### config.mk
export PLATFORM = sky130hd
export DESIGN_NAME = register_raw_hazard_detector_core
export DESIGN_NICKNAME = d
export VERILOG_FILES = /design/src/hw/rtl/rrhd_pkg.sv /design/src/hw/rtl/register_raw_hazard_detector_core.sv /design/src/hw/rtl/rrhd_front.sv /design/src/hw/rtl/rrhd_queue.sv /design/src/hw/rtl/rrhd_regtab.sv /design/src/hw/rtl/rrhd_back.sv
export SDC_FILE = /design/constraint.sdc
export NUM_CORES = 1
export LEC_CHECK = 0
export BUFFER_PORTS_ARGS = -buffer_cell sky130_fd_sc_hd__buf_2
export CORE_ASPECT_RATIO = 1.2
export CORE_MARGIN = 3
export CORE_UTILIZATION = 57
export DETAILED_ROUTE_END_ITERATION = 8
export PLACE_DENSITY = 0.73
export SLEW_MARGIN = 20
export SYNTH_ARGS = -nofsm -noshare
export SYNTH_HDL_FRONTEND = slang
export SYNTH_HIERARCHICAL = 1
export SYNTH_SLANG_ARGS = --single-unit
### constraint.sdc
create_clock -name clk -period 9 [get_ports clk]
set_clock_uncertainty 0.15 [all_clocks]
set_input_delay 1.8 -clock clk [delete_from_list [all_inputs] [get_ports clk]]
set_output_delay 1.8 -clock clk [all_outputs]
set_load 0.05 [all_outputs]
### src/hw/rtl/rrhd_pkg.sv
// ----------------------------------------------------------------------------
// rrhd_pkg
// Shared constants, types and helpers of the RAW hazard detector.
// ----------------------------------------------------------------------------
package rrhd_pkg;

  localparam int NUM_REGS    = 32;
  localparam int SEQ_WIDTH   = 16;
  localparam int REG_W       = 5;
  localparam int FUNC_W      = 2;
  localparam int NUM_W       = 16;
  localparam int IDX_W       = $clog2(NUM_REGS);
  localparam int QUEUE_DEPTH = 4;
  localparam int QPTR_W      = (QUEUE_DEPTH > 1) ? $clog2(QUEUE_DEPTH) : 1;
  localparam int QCNT_W      = $clog2(QUEUE_DEPTH + 1);

  localparam logic [FUNC_W-1:0] FUNC_RTYPE = 2'd0;
  localparam logic [FUNC_W-1:0] FUNC_ITYPE = 2'd1;

  localparam logic [SEQ_WIDTH-1:0] SEQ_MAX = {SEQ_WIDTH{1'b1}};

  typedef enum logic [1:0] {
    OP_NONE,
    OP_RTYPE,
    OP_ITYPE
  } op_t;

  // Kind of the last access to a register.
  typedef enum logic [1:0] {
    KIND_NONE,
    KIND_READ,
    KIND_WRITE
  } kind_t;

  // Classified instruction as it travels from front to back.
  typedef struct packed {
    op_t                  op;
    logic [REG_W-1:0]     src_s;
    logic                 s_ok;
    logic [REG_W-1:0]     src_t;
    logic                 t_ok;
    logic [REG_W-1:0]     dest_d;
    logic                 d_ok;
    logic [SEQ_WIDTH-1:0] seq;
  } q_entry_t;

  // One read and one write of the register table per cycle.
  typedef struct packed {
    logic                 rd_en;
    logic [IDX_W-1:0]     rd_idx;
    logic                 wr_en;
    logic [IDX_W-1:0]     wr_idx;
    logic [SEQ_WIDTH-1:0] seq;
  } tab_req_t;

  typedef struct packed {
    logic                 hazard;
    logic [SEQ_WIDTH-1:0] writer;
  } tab_rsp_t;

  function automatic logic reg_ok(input logic [REG_W-1:0] r);
    logic [REG_W:0] lim;
    lim = (REG_W+1)'(NUM_REGS);
    return {1'b0, r} < lim;
  endfunction

  function automatic logic [IDX_W-1:0] reg_idx(input logic [REG_W-1:0] r);
    logic [REG_W+IDX_W-1:0] ext;
    ext = {{IDX_W{1'b0}}, r};
    return ext[IDX_W-1:0];
  endfunction

  function automatic logic [NUM_W-1:0] to_num(input logic [SEQ_WIDTH-1:0] s);
    logic [SEQ_WIDTH+NUM_W-1:0] ext;
    ext = {{NUM_W{1'b0}}, s};
    return ext[NUM_W-1:0];
  endfunction

endpackage

### src/hw/rtl/register_raw_hazard_detector_core.sv
// ----------------------------------------------------------------------------
// register_raw_hazard_detector_core
// Read-after-write hazard detector over a stream of decoded instructions.
// ----------------------------------------------------------------------------
//
//  channel   handshake            payload
//  --------  -------------------  ---------------------------------------------
//  input     start && !busy       in_func, in_src_s, in_src_t, in_dest_d
//  result    out_valid (strobe)   out_hazard_register, out_writer_number,
//                                 out_reader_number, out_last_of_item
//
//  The front takes one instruction per cycle while the queue has room; busy
//  is the queue-full flag. The back fetches every instruction in its fetch
//  state; a register-type one adds a second-read state, and a second hit adds
//  a flush state; the register table's single read port sets that pace.
//  Results are registered: an immediate-type hit is emitted in the fetch
//  state, a register-type hit in the second-read state, a second in flush.
//  Reset clears the access kinds, the counter and the queue; there is no
//  clearing pass. Results cannot be held off by the receiver.
//
module register_raw_hazard_detector_core (
  input  logic                          clk,
  input  logic                          rst_n,
  input  logic                          start,
  output logic                          busy,
  input  logic [rrhd_pkg::FUNC_W-1:0]   in_func,
  input  logic [rrhd_pkg::REG_W-1:0]    in_src_s,
  input  logic [rrhd_pkg::REG_W-1:0]    in_src_t,
  input  logic [rrhd_pkg::REG_W-1:0]    in_dest_d,
  output logic                          out_valid,
  output logic [rrhd_pkg::REG_W-1:0]    out_hazard_register,
  output logic [rrhd_pkg::NUM_W-1:0]    out_writer_number,
  output logic [rrhd_pkg::NUM_W-1:0]    out_reader_number,
  output logic                          out_last_of_item
);
  import rrhd_pkg::*;

  logic     push;
  q_entry_t push_entry;
  logic     full;
  logic     head_valid;
  q_entry_t head;
  logic     pop;
  tab_req_t req;
  tab_rsp_t rsp;

  // Stall the input side only when the queue is full.
  assign busy = full;

  // Number the instruction and decode which registers it reads and writes.
  rrhd_front u_front (
    .clk       (clk),
    .rst_n     (rst_n),
    .start     (start),
    .full      (full),
    .in_func   (in_func),
    .in_src_s  (in_src_s),
    .in_src_t  (in_src_t),
    .in_dest_d (in_dest_d),
    .push      (push),
    .entry     (push_entry)
  );

  // Decouple the one-per-cycle front from the multi-cycle back.
  rrhd_queue u_queue (
    .clk        (clk),
    .rst_n      (rst_n),
    .push       (push),
    .push_entry (push_entry),
    .pop        (pop),
    .full       (full),
    .head_valid (head_valid),
    .head       (head)
  );

  // Per-register scoreboard: one read and one write each cycle.
  rrhd_regtab u_regtab (
    .clk   (clk),
    .rst_n (rst_n),
    .req   (req),
    .rsp   (rsp)
  );

  // Sequence the accesses in program order and drive the result transaction.
  rrhd_back u_back (
    .clk                 (clk),
    .rst_n               (rst_n),
    .head_valid          (head_valid),
    .head                (head),
    .pop                 (pop),
    .req                 (req),
    .rsp                 (rsp),
    .out_valid           (out_valid),
    .out_hazard_register (out_hazard_register),
    .out_writer_number   (out_writer_number),
    .out_reader_number   (out_reader_number),
    .out_last_of_item    (out_last_of_item)
  );

endmodule

### src/hw/rtl/rrhd_front.sv
// ----------------------------------------------------------------------------
// rrhd_front
// Accepts instructions, numbers them and classifies their register accesses.
// ----------------------------------------------------------------------------
module rrhd_front (
  input  logic                          clk,
  input  logic                          rst_n,
  input  logic                          start,
  input  logic                          full,
  input  logic [rrhd_pkg::FUNC_W-1:0]   in_func,
  input  logic [rrhd_pkg::REG_W-1:0]    in_src_s,
  input  logic [rrhd_pkg::REG_W-1:0]    in_src_t,
  input  logic [rrhd_pkg::REG_W-1:0]    in_dest_d,
  output logic                          push,
  output rrhd_pkg::q_entry_t            entry
);
  import rrhd_pkg::*;

  logic [SEQ_WIDTH-1:0] seq_r;
  logic [SEQ_WIDTH-1:0] seq_nxt;

  assign push = start && !full;

  always_comb begin
    entry.src_s  = in_src_s;
    entry.src_t  = in_src_t;
    entry.dest_d = in_dest_d;
    entry.s_ok   = reg_ok(in_src_s);
    entry.t_ok   = reg_ok(in_src_t);
    entry.d_ok   = reg_ok(in_dest_d);
    entry.seq    = seq_r;
    if (in_func == FUNC_RTYPE) begin
      entry.op = OP_RTYPE;
    end else if (in_func == FUNC_ITYPE) begin
      entry.op = OP_ITYPE;
    end else begin
      entry.op = OP_NONE;
    end
  end

  // saturate at the top value
  always_comb begin
    seq_nxt = seq_r;
    if (push && seq_r != SEQ_MAX) begin
      seq_nxt = seq_r + 1'b1;
    end
  end

  always_ff @(posedge clk) begin
    if (!rst_n) begin
      seq_r <= '0;
    end else begin
      seq_r <= seq_nxt;
    end
  end

endmodule

### src/hw/rtl/rrhd_queue.sv
// ----------------------------------------------------------------------------
// rrhd_queue
// Short FIFO of classified instructions between front and back.
// ----------------------------------------------------------------------------
module rrhd_queue (
  input  logic               clk,
  input  logic               rst_n,
  input  logic               push,
  input  rrhd_pkg::q_entry_t push_entry,
  input  logic               pop,
  output logic               full,
  output logic               head_valid,
  output rrhd_pkg::q_entry_t head
);
  import rrhd_pkg::*;

  q_entry_t            slot_r [QUEUE_DEPTH];
  logic [QPTR_W-1:0]   wr_ptr_r;
  logic [QPTR_W-1:0]   rd_ptr_r;
  logic [QCNT_W-1:0]   count_r;
  logic                do_push;
  logic                do_pop;

  function automatic logic [QPTR_W-1:0] ptr_inc(input logic [QPTR_W-1:0] p);
    return (p == QPTR_W'(QUEUE_DEPTH - 1)) ? '0 : p + 1'b1;
  endfunction

  assign full       = (count_r == QCNT_W'(QUEUE_DEPTH));
  assign head_valid = (count_r != '0);
  assign head       = slot_r[rd_ptr_r];
  assign do_push    = push && !full;
  assign do_pop     = pop && head_valid;

  always_ff @(posedge clk) begin
    if (do_push) begin
      slot_r[wr_ptr_r] <= push_entry;
    end
  end

  always_ff @(posedge clk) begin
    if (!rst_n) begin
      wr_ptr_r <= '0;
      rd_ptr_r <= '0;
      count_r  <= '0;
    end else begin
      if (do_push) begin
        wr_ptr_r <= ptr_inc(wr_ptr_r);
      end
      if (do_pop) begin
        rd_ptr_r <= ptr_inc(rd_ptr_r);
      end
      unique case ({do_push, do_pop})
        2'b10:   count_r <= count_r + 1'b1;
        2'b01:   count_r <= count_r - 1'b1;
        default: count_r <= count_r;
      endcase
    end
  end

endmodule

### src/hw/rtl/rrhd_regtab.sv
// ----------------------------------------------------------------------------
// rrhd_regtab
// Per-register last access kind and last accessor number.
// ----------------------------------------------------------------------------
module rrhd_regtab (
  input  logic               clk,
  input  logic               rst_n,
  input  rrhd_pkg::tab_req_t req,
  output rrhd_pkg::tab_rsp_t rsp
);
  import rrhd_pkg::*;

  kind_t                kind_r [NUM_REGS];
  logic [SEQ_WIDTH-1:0] last_r [NUM_REGS];

  assign rsp.hazard = req.rd_en && (kind_r[req.rd_idx] == KIND_WRITE);
  assign rsp.writer = last_r[req.rd_idx];

  // the write lands after the read of the same cycle
  always_ff @(posedge clk) begin
    if (!rst_n) begin
      for (int i = 0; i < NUM_REGS; i++) begin
        kind_r[i] <= KIND_NONE;
      end
    end else begin
      for (int i = 0; i < NUM_REGS; i++) begin
        if (req.wr_en && req.wr_idx == IDX_W'(i)) begin
          kind_r[i] <= KIND_WRITE;
        end else if (req.rd_en && req.rd_idx == IDX_W'(i)) begin
          kind_r[i] <= KIND_READ;
        end
      end
    end
  end

  always_ff @(posedge clk) begin
    for (int i = 0; i < NUM_REGS; i++) begin
      if ((req.wr_en && req.wr_idx == IDX_W'(i)) ||
          (req.rd_en && req.rd_idx == IDX_W'(i))) begin
        last_r[i] <= req.seq;
      end
    end
  end

endmodule

### src/hw/rtl/rrhd_back.sv
// ----------------------------------------------------------------------------
// rrhd_back
// Steps through each instruction's accesses and emits RAW transactions.
// ----------------------------------------------------------------------------
module rrhd_back (
  input  logic                         clk,
  input  logic                         rst_n,
  input  logic                         head_valid,
  input  rrhd_pkg::q_entry_t           head,
  output logic                         pop,
  output rrhd_pkg::tab_req_t           req,
  input  rrhd_pkg::tab_rsp_t           rsp,
  output logic                         out_valid,
  output logic [rrhd_pkg::REG_W-1:0]   out_hazard_register,
  output logic [rrhd_pkg::NUM_W-1:0]   out_writer_number,
  output logic [rrhd_pkg::NUM_W-1:0]   out_reader_number,
  output logic                         out_last_of_item
);
  import rrhd_pkg::*;

  typedef enum logic [1:0] {
    ST_FETCH,
    ST_SECOND,
    ST_FLUSH
  } state_t;

  state_t               state_r,   state_nxt;
  q_entry_t             cur_r,     cur_nxt;
  logic                 p_valid_r, p_valid_nxt;
  logic [REG_W-1:0]     p_reg_r,   p_reg_nxt;
  logic [SEQ_WIDTH-1:0] p_wr_r,    p_wr_nxt;

  logic                 emit;
  logic [REG_W-1:0]     emit_reg;
  logic [SEQ_WIDTH-1:0] emit_wr;
  logic [SEQ_WIDTH-1:0] emit_rdr;
  logic                 emit_last;

  logic                 out_valid_r;
  logic [REG_W-1:0]     out_reg_r;
  logic [NUM_W-1:0]     out_wr_r;
  logic [NUM_W-1:0]     out_rdr_r;
  logic                 out_last_r;

  always_comb begin
    state_nxt   = state_r;
    cur_nxt     = cur_r;
    p_valid_nxt = p_valid_r;
    p_reg_nxt   = p_reg_r;
    p_wr_nxt    = p_wr_r;
    pop         = 1'b0;
    req         = '0;
    emit        = 1'b0;
    emit_reg    = p_reg_r;
    emit_wr     = p_wr_r;
    emit_rdr    = cur_r.seq;
    emit_last   = 1'b1;

    unique case (state_r)
      ST_FETCH: begin
        req.seq = head.seq;
        if (head_valid) begin
          pop     = 1'b1;
          cur_nxt = head;
          unique case (head.op)
            OP_RTYPE: begin
              // first read (rt); hold any hit until rs is known
              req.rd_en   = head.t_ok;
              req.rd_idx  = reg_idx(head.src_t);
              p_valid_nxt = rsp.hazard;
              p_reg_nxt   = head.src_t;
              p_wr_nxt    = rsp.writer;
              state_nxt   = ST_SECOND;
            end
            OP_ITYPE: begin
              req.rd_en  = head.s_ok;
              req.rd_idx = reg_idx(head.src_s);
              req.wr_en  = head.t_ok;
              req.wr_idx = reg_idx(head.src_t);
              emit       = rsp.hazard;
              emit_reg   = head.src_s;
              emit_wr    = rsp.writer;
              emit_rdr   = head.seq;
            end
            default: begin
            end
          endcase
        end
      end

      ST_SECOND: begin
        req.seq    = cur_r.seq;
        req.rd_en  = cur_r.s_ok;
        req.rd_idx = reg_idx(cur_r.src_s);
        req.wr_en  = cur_r.d_ok;
        req.wr_idx = reg_idx(cur_r.dest_d);
        state_nxt  = ST_FETCH;
        priority if (p_valid_r && rsp.hazard) begin
          emit      = 1'b1;
          emit_last = 1'b0;
          p_reg_nxt = cur_r.src_s;
          p_wr_nxt  = rsp.writer;
          state_nxt = ST_FLUSH;
        end else if (p_valid_r) begin
          emit        = 1'b1;
          p_valid_nxt = 1'b0;
        end else if (rsp.hazard) begin
          emit     = 1'b1;
          emit_reg = cur_r.src_s;
          emit_wr  = rsp.writer;
        end else begin
          p_valid_nxt = 1'b0;
        end
      end

      ST_FLUSH: begin
        req.seq     = cur_r.seq;
        emit        = 1'b1;
        p_valid_nxt = 1'b0;
        state_nxt   = ST_FETCH;
      end

      default: begin
        state_nxt = ST_FETCH;
      end
    endcase
  end

  always_ff @(posedge clk) begin
    if (!rst_n) begin
      state_r     <= ST_FETCH;
      p_valid_r   <= 1'b0;
      out_valid_r <= 1'b0;
    end else begin
      state_r     <= state_nxt;
      p_valid_r   <= p_valid_nxt;
      out_valid_r <= emit;
      cur_r       <= cur_nxt;
      p_reg_r     <= p_reg_nxt;
      p_wr_r      <= p_wr_nxt;
      if (emit) begin
        out_reg_r  <= emit_reg;
        out_wr_r   <= to_num(emit_wr);
        out_rdr_r  <= to_num(emit_rdr);
        out_last_r <= emit_last;
      end
    end
  end

  assign out_valid           = out_valid_r;
  assign out_hazard_register = out_reg_r;
  assign out_writer_number   = out_wr_r;
  assign out_reader_number   = out_rdr_r;
  assign out_last_of_item    = out_last_r;

endmodule

==> out/summary.txt, run 1 <==
antenna violations before repair -> 2
Pint -> 8350 uW
share of cells above drive strength 1 -> 0.250
Worst setup EP type -> flip-flop
Top FF cell, synth -> edfxtp_1
CTS tree -> built
commonest non-fill, non-tap cell in the layout -> edfxtp_1
Avg Inst Size Synth -> 18.2 um2
Post-Synth Simple-Gate Area -> 0.0576
Clk pin slew, worst setup/hold paths -> 0.06 ns
status -> finished clean
Comb pwr share -> 0.305
Initial Util -> 0.578
DRT antenna net count -> 0
Clock Latency Late Sink -> 0.63 ns
chip width -> 231 um
Via density -> 6.48
area of the multi-input gates -> 9110 um2
Synth Instances -> 1891
kind of critical path -> flip-flop to flip-flop
post-synthesis mux area share -> 0.145
maximum clock rate -> 151 MHz
fill count -> 4008
Routed WL -> 78500 um
Max-cap violations -> 0
Yosys reg bits -> 836
H-tree level count -> 3
Synth area leader -> edfxtp_1
XOR/XNOR Fraction of Synth Area -> 0.000508
register area -> 24800 um2
die area -> 63500 um2
final hold violation count -> 0
cell area after synthesis -> 34500 um2
Port Buffers -> 59
worst-margin pin slew -> 0.988 ns
PwrDens -> 318 nW/um2
Placed Area -> 35900 um2
gpl congestion -> 0.879
first-pass GRT wire length -> 118000 um
most frequent CP cell -> mux4_2
sw power -> 3870 uW
RSZ-0062 raised after global routing -> false
drt pass-1 iters -> 6
max-slew violation count -> 0
CTS Sinks -> 836
min Tclk post-route -> 6.64 ns
fin crit share -> 0.738
async set or reset register ratio after synthesis -> 0
commonest non-fill, non-tap cells in the layout -> edfxtp_1, mux4_2, nand2_1
Design Power -> 12200 uW
worst stage delay on the critical path -> 0.81 ns
Seq/Total Area, Yosys -> 0.719
Yosys top cell area share -> 0.702
Clock power frac -> 0.263
CP Cell Sequence -> mux4_2, inv_1, ha_1, nand2b_1, o21ai_4, buf_12, mux4_2, nor2_1, a2111oi_0, or4_1, and3_1, nor2b_4, buf_4, mux2_4, a221o_1
vias in the first global route -> 18.6k
setup repair bufs after CTS -> 0
power share of the sequential group -> 0.432
main combinational cell family by area after synthesis -> multiplexers
post-CTS sizing -> 0
peak supply drop -> 0.000209 V
Final Cell Area -> 38400 um2
n_diodes -> 0
Num CTS Buffers -> 77
# rows -> 98
Layout area overhead -> 11.3%
Crit path arrival time -> 6.84 ns
endpoints failing setup -> 0
CP startpoint kind -> flip-flop
drt drc -> 0
Slowest-stage cell, CP -> o21ai_4
Worst EP required -> 9.20 ns
Syn. warnings -> 6
clock root buffer -> clkbuf_16
Nets -> 1984
Total Routing Usage GR -> 0.251
Post-CTS Hold Buffers -> 0
crit path max fanout -> 77
Netlist cell types -> 72
die extent in y -> 276 um
I/O pin total -> 60
post-synthesis adder-cell area fraction -> 0.00566
largest net degree at the start of global routing -> 78
core area -> 59700 um2
TNS Setup -> 0 ns
Slew HR -> 0.339
drt wl/cell -> 27.9 um
top area cells in the synthesized netlist -> edfxtp_1, mux4_2, mux2i_1
grt ovf -> 0
hold crit path type -> flip-flop to flip-flop
Post-synth EDFFs -> 807
Max Buffers Root-to-Sink -> 3
leakage power -> 0.0122 uW
via count -> 18.2k
Synth Area in Compound Gates -> 0.0449
Sw Share -> 0.317
initial DRC count -> 2087
DP HPWL -> 48100 um
[cell families (layout without fill, tap and decap cells)]
| logic type | count (synthesis) | after routing |
|---|---|---|
| multiplexers | 262 | 262 |
| adder cells (fa/ha/maj) | 15 | 15 |
| buffers and inverters | 175 | 294 |
| other | 1 | 3 |
| AO/OA/AOI/OAI | 217 | 217 |
| AND/OR/NAND/NOR | 383 | 383 |
| flip-flops | 836 | 836 |
| XOR/XNOR | 2 | 2 |
[worst paths after layout]
kind / startpoint / to / slack [ns] / depth (start not counted)
setup / recovery: flip-flop / u_back/out_writer_number[12] / 2.36 / 15
hold / removal: u_queue/wr_ptr_r[1] / u_queue/wr_ptr_r[1] / 0.36 / 2
setup reg to reg: flip-flop / u_back/out_writer_number[12] / 2.36 / 15
hold reg to reg: u_queue/wr_ptr_r[1] / u_queue/wr_ptr_r[1] / 0.36 / 2
[synthesized netlist by cell type, types with 4 or more instances]
| master | n |
|---|---|
| edfxtp_1 | 807 |
| buf_12 | 5 |
| nand3_1 | 18 |
| nor2_1 | 93 |
| dfxtp_1 | 29 |
| a21oi_1 | 27 |
| a22oi_1 | 38 |
| buf_2 | 37 |
| buf_6 | 4 |
| clkbuf_1 | 63 |
| o21ai_0 | 24 |
| inv_1 | 22 |
| a31oi_1 | 19 |
| o22ai_1 | 32 |
| mux2_4 | 20 |
| nand2_1 | 88 |
| nand2b_1 | 25 |
| and2_1 | 28 |
| nor2b_1 | 23 |
| mux4_2 | 175 |
| o221ai_1 | 32 |
| and3_1 | 26 |
| mux4_1 | 6 |
| a22o_1 | 6 |
| buf_4 | 28 |
| mux2i_1 | 60 |
| nand4_1 | 11 |
| ha_1 | 14 |
| or3_1 | 6 |
| buf_1 | 14 |
| nor3_1 | 35 |
| a221o_1 | 21 |
| nand3b_1 | 5 |
[registers in the layout (all words and copies together), names as in the netlist, 2 cells and up, named ones only]
signal,count
u_queue/count_r,3
u_back/p_wr_r,16
u_queue/rd_ptr_r,2
u_queue/slot_r,144
u_back/out_reader_number,16
u_queue/wr_ptr_r,2
u_front/seq_r,16
u_back/cur_r,28
u_regtab/kind_r,64
u_back/p_reg_r,5
u_back/out_hazard_register,5
u_back/out_writer_number,16
u_regtab/last_r,512
u_back/state_r,2
[power groups by stage]
stage          Sequential, uW  Combinational (uW)  Clock [uW]
2_1_floorplan            5320                2510           0
3_3_place_gp             5340                3560           0
3_5_place_dp             5360                3700           0
4_1_cts                  5280                3710        3280
5_1_grt                  5300                3970        3430
6_report                 5280                3720        3220
[critical path, delay by kind of cell (launching register included)]
family / cells / cell delay [ns]
AO/OA/AOI/OAI: 3 / 1.70
adder cells (fa/ha/maj): 1 / 0.22
flip-flops: 1 / 0.65
AND/OR/NAND/NOR: 5 / 1.47
multiplexers: 3 / 1.20
buffers and inverters: 3 / 0.88
[final cells by class]
cell class | instances | share of cell area
Tap cell | 800 | 0.0261
Inverter | 22 | 0.00215
Clock buffer | 104 | 0.0569
Multi-Input combinational cell | 882 | 0.237
Clock inverter | 38 | 0.00863
Sequential cell | 836 | 0.646
Timing Repair Buffer | 130 | 0.0227
[per-layer routing]
metal / vias up / part of all wire / track usage
met5: - / 0.00032 / 0
met4: 4 / 0.043 / 0.110
met3: 174 / 0.082 / 0.0437
met2: 899 / 0.51 / 0.429
met1: 9372 / 0.36 / 0.320
li1: 7768 / - / -
[per-stage QoR]
stage               utilization  cells  hold slack (ns)  worst slack [ns]
finish                    0.643   2812            0.363              2.36
global route              0.643   2812            0.404              1.97
CTS                       0.643   2811            0.368              2.34
detailed placement        0.600   2669            0.359              2.33
global placement          0.600   2669            0.338              2.33
floorplan                     -   1893            0.318             0.639
Note: power is estimated with default switching activity, not from simulation.
==> inputs of run 2 (changes only) <==
- ABC_AREA: default -> 1
- CORE_UTILIZATION: 57 -> 63
- PLACE_DENSITY: 0.73 -> 0.77
- clock period: 9 -> 6.5 ns (I/O delays scaled with it)
==> out/summary.txt, run 2 <==
# rows -> 93 (-5.1%)
Avg Inst Size Synth -> 11.6 um2 (-36%)
core area -> 54000 um2 (-9.6%)
Slowest-stage cell, CP -> nor2_1
Num CTS Buffers -> 77 (unchanged)
leakage power -> 0.0138 uW (+13%)
gpl congestion -> 0.938 (+6.7%)
WP depth -> 23 (+8)
Top FF cell, synth -> edfxtp_1
initial DRC count -> 3021 (+45%)
Top reg by flops -> u_regtab/last_r
drt wl/cell -> 23.3 um (-16%)
end point of the critical path -> u_back/out_writer_number[2]
maximum clock rate -> 172 MHz (+14%)
Max-cap violations -> 0 (unchanged)
drt drc -> 0 (unchanged)
CP Cell Sequence -> inv_6, nor2_1, o22ai_1, inv_1, ha_1, nand2_1, o21ai_0, nand2_1, nand2_1, buf_4, nor2_8, nand2_1, nand2_1, nor2_1, nor2_1, nor2_1, nand2_1, nand2_1, nor2_1, nand2_2, or2_2, nand2_1, nand3_1
final hold violation count -> 0 (unchanged)
Seq/Total Area, Yosys -> 0.718 (-0.000964)
top flop regs -> u_regtab/last_r: 512 flops, u_queue/slot_r: 144 flops, u_regtab/kind_r: 64 flops
CP delay by family, top -> simple AND/OR/NAND/NOR gates
post-placement setup slack -> 0.880 ns (-1.45 ns)
H-tree level count -> 3 (unchanged)
largest net degree at the start of global routing -> 129 (+65%)
Post-synth EDFFs -> 807 (unchanged)
via count -> 23.2k (+28%)
crit path max fanout -> 72 (-6.5%)
top area cells in the synthesized netlist -> edfxtp_1, nand2_1, nor2_1
reg2reg end -> u_back/out_writer_number[2]
min Tclk post-route -> 5.83 ns (-0.818 ns)
PwrDens -> 499 nW/um2 (+57%)
Nets -> 3049 (+54%)
antenna violations before repair -> 1 (-1)
grt ovf -> 0 (unchanged)
Total Routing Usage GR -> 0.306 (+0.0556)
Routed WL -> 88300 um (+13%)
Synth Instances -> 2980 (+58%)
CTS tree -> built
Design Power -> 18900 uW (+55%)
RSZ-0062 raised after global routing -> false
die area -> 57700 um2 (-9.2%)
Post-CTS Hold Buffers -> 0 (unchanged)
commonest non-fill, non-tap cell in the layout -> nand2_1
worst path bufs/invs -> 3 (unchanged)
peak supply drop -> 0.000523 V (+150%)
Yosys top cell area share -> 0.701 (-0.000941)
first-pass GRT wire length -> 133000 um (+13%)
die extent in y -> 263 um (-4.7%)
chip width -> 220 um (-4.7%)
commonest non-fill, non-tap cells in the layout -> nand2_1, edfxtp_1, nor2_1
setup repair bufs after CTS -> 0 (unchanged)
Clk pin slew, worst setup/hold paths -> 0.07 ns (about the same)
drt pass-1 iters -> 8 (+2)
Clock Latency Late Sink -> 0.65 ns (+0.02 ns)
share of cells above drive strength 1 -> 0.0933 (-0.157)
post-CTS sizing -> 0 (unchanged)
endpoints failing setup -> 0 (unchanged)
cell with the most instances after synthesis -> nand2_1
Worst setup EP type -> flip-flop
Layout area overhead -> 9.59%
Port Buffers -> 59 (unchanged)
Crit path arrival time -> 6.06 ns (-0.78 ns)
Yosys reg bits -> 836 (unchanged)
Synth area leader -> edfxtp_1
I/O pin total -> 60 (unchanged)
cell area after synthesis -> 34500 um2 (+0.13%)
DRT antenna net count -> 0 (unchanged)
r2r setup slk -> 0.67 ns (-1.68 ns)
Largest register FFs -> 512 (unchanged)
async set or reset register ratio after synthesis -> 0 (unchanged)
Via density -> 6.13 (-5.3%)
most frequent CP cell -> nand2_1
reg2reg path depth -> 23 (+8)
worst setup margin -> 0.674 ns (-1.68 ns)
Netlist cell types -> 41 (-43%)
worst stage delay on the critical path -> 0.58 ns (-0.23 ns)
Worst EP required -> 6.73 ns (-2.47 ns)
hold crit path type -> flip-flop to flip-flop
DP HPWL -> 53700 um (+12%)
worst-margin pin slew -> 1.09 ns (+0.106 ns)
n_diodes -> 0 (unchanged)
status -> finished clean
max-slew violation count -> 0 (unchanged)
most frequent cells after synthesis -> nand2_1, edfxtp_1, nor2_1, nand3_1, nand4_1
CTS Sinks -> 836 (unchanged)
TNS Setup -> 0 ns (unchanged)
Initial Util -> 0.640 (+0.0621)
Max Buffers Root-to-Sink -> 3 (unchanged)
kind of critical path -> flip-flop to flip-flop
Syn. warnings -> 6 (unchanged)
Slew HR -> 0.269 (-0.0700)
vias in the first global route -> 22.8k (+22%)
CP startpoint kind -> flip-flop
clock root buffer -> clkbuf_16
fin crit share -> 0.896 (+0.158)
## run 2: kinds of logic (layout without fill, tap and decap cells)
kind of cell	count (synthesis)	after routing	share of synthesized area
xor+xnor	1	1	0.000254
fa+ha+maj	15	15	0.00565
other cells	1	3	0.000109
buf+inv	262	355	0.0393
simple gates	1595	1595	0.191
flops	836	836	0.718
compound gates	270	270	0.0455
## run 2: through the flow
step	util	hold WS, ns	std cells	area (um2)
5_1_grt	0.701	0.414	3787	37900
2_1_floorplan	-	0.333	2982	34600
3_5_place_dp	0.655	0.375	3646	35400
4_1_cts	0.701	0.388	3786	37800
6_report	0.701	0.395	3787	37900
3_3_place_gp	0.654	0.357	3643	35300
## run 2: worst min-delay path, delay by kind of cell, from the launching register on
family           cells  cell delay (ns)
AO/OA/AOI/OAI        1             0.11
flip-flops           1             0.32
AND/OR/NAND/NOR      1             0.07
## run 2: per-layer routing
metal  vias up  GRT usage  routed length [um]
met2      1290      0.515               44400
li1      10400          -                   -
met4         0      0.158                4460
met5         -          0                   0
met3       214     0.0473                7980
met1     11300      0.387               31400
## run 2: worst min-delay path by stage
stage                        startpoint                    end  slack, ns  depth (start not counted)
finish              u_queue/rd_ptr_r[1]    u_queue/rd_ptr_r[1]       0.39                          2
global route          u_front/seq_r[14]  u_queue/slot_r[0][14]       0.41                          0
CTS                 u_queue/rd_ptr_r[1]    u_queue/rd_ptr_r[1]       0.39                          2
detailed placement  u_queue/rd_ptr_r[1]    u_queue/rd_ptr_r[1]       0.37                          2
global placement     u_queue/count_r[0]     u_queue/count_r[0]       0.36                          2
floorplan           u_queue/rd_ptr_r[1]              flip-flop       0.33                          2
## run 2: power by group
part	internal (uW)	total (uW)	switching, uW
registers	7560	7770	204
logic	1550	6740	5190
clock network	2440	4400	1960
total	11500	18900	7360
## run 2: final cells by class
| type | instances | area, um2 |
|---|---|---|
| inverter | 104 | 407 |
| clock buffer | 93 | 2020 |
| fill | 3552 | 16100 |
| multi-input combinational | 1884 | 8490 |
| clock inverter | 47 | 425 |
| tap | 712 | 891 |
| timing repair buffer | 111 | 813 |
| sequential | 836 | 24800 |
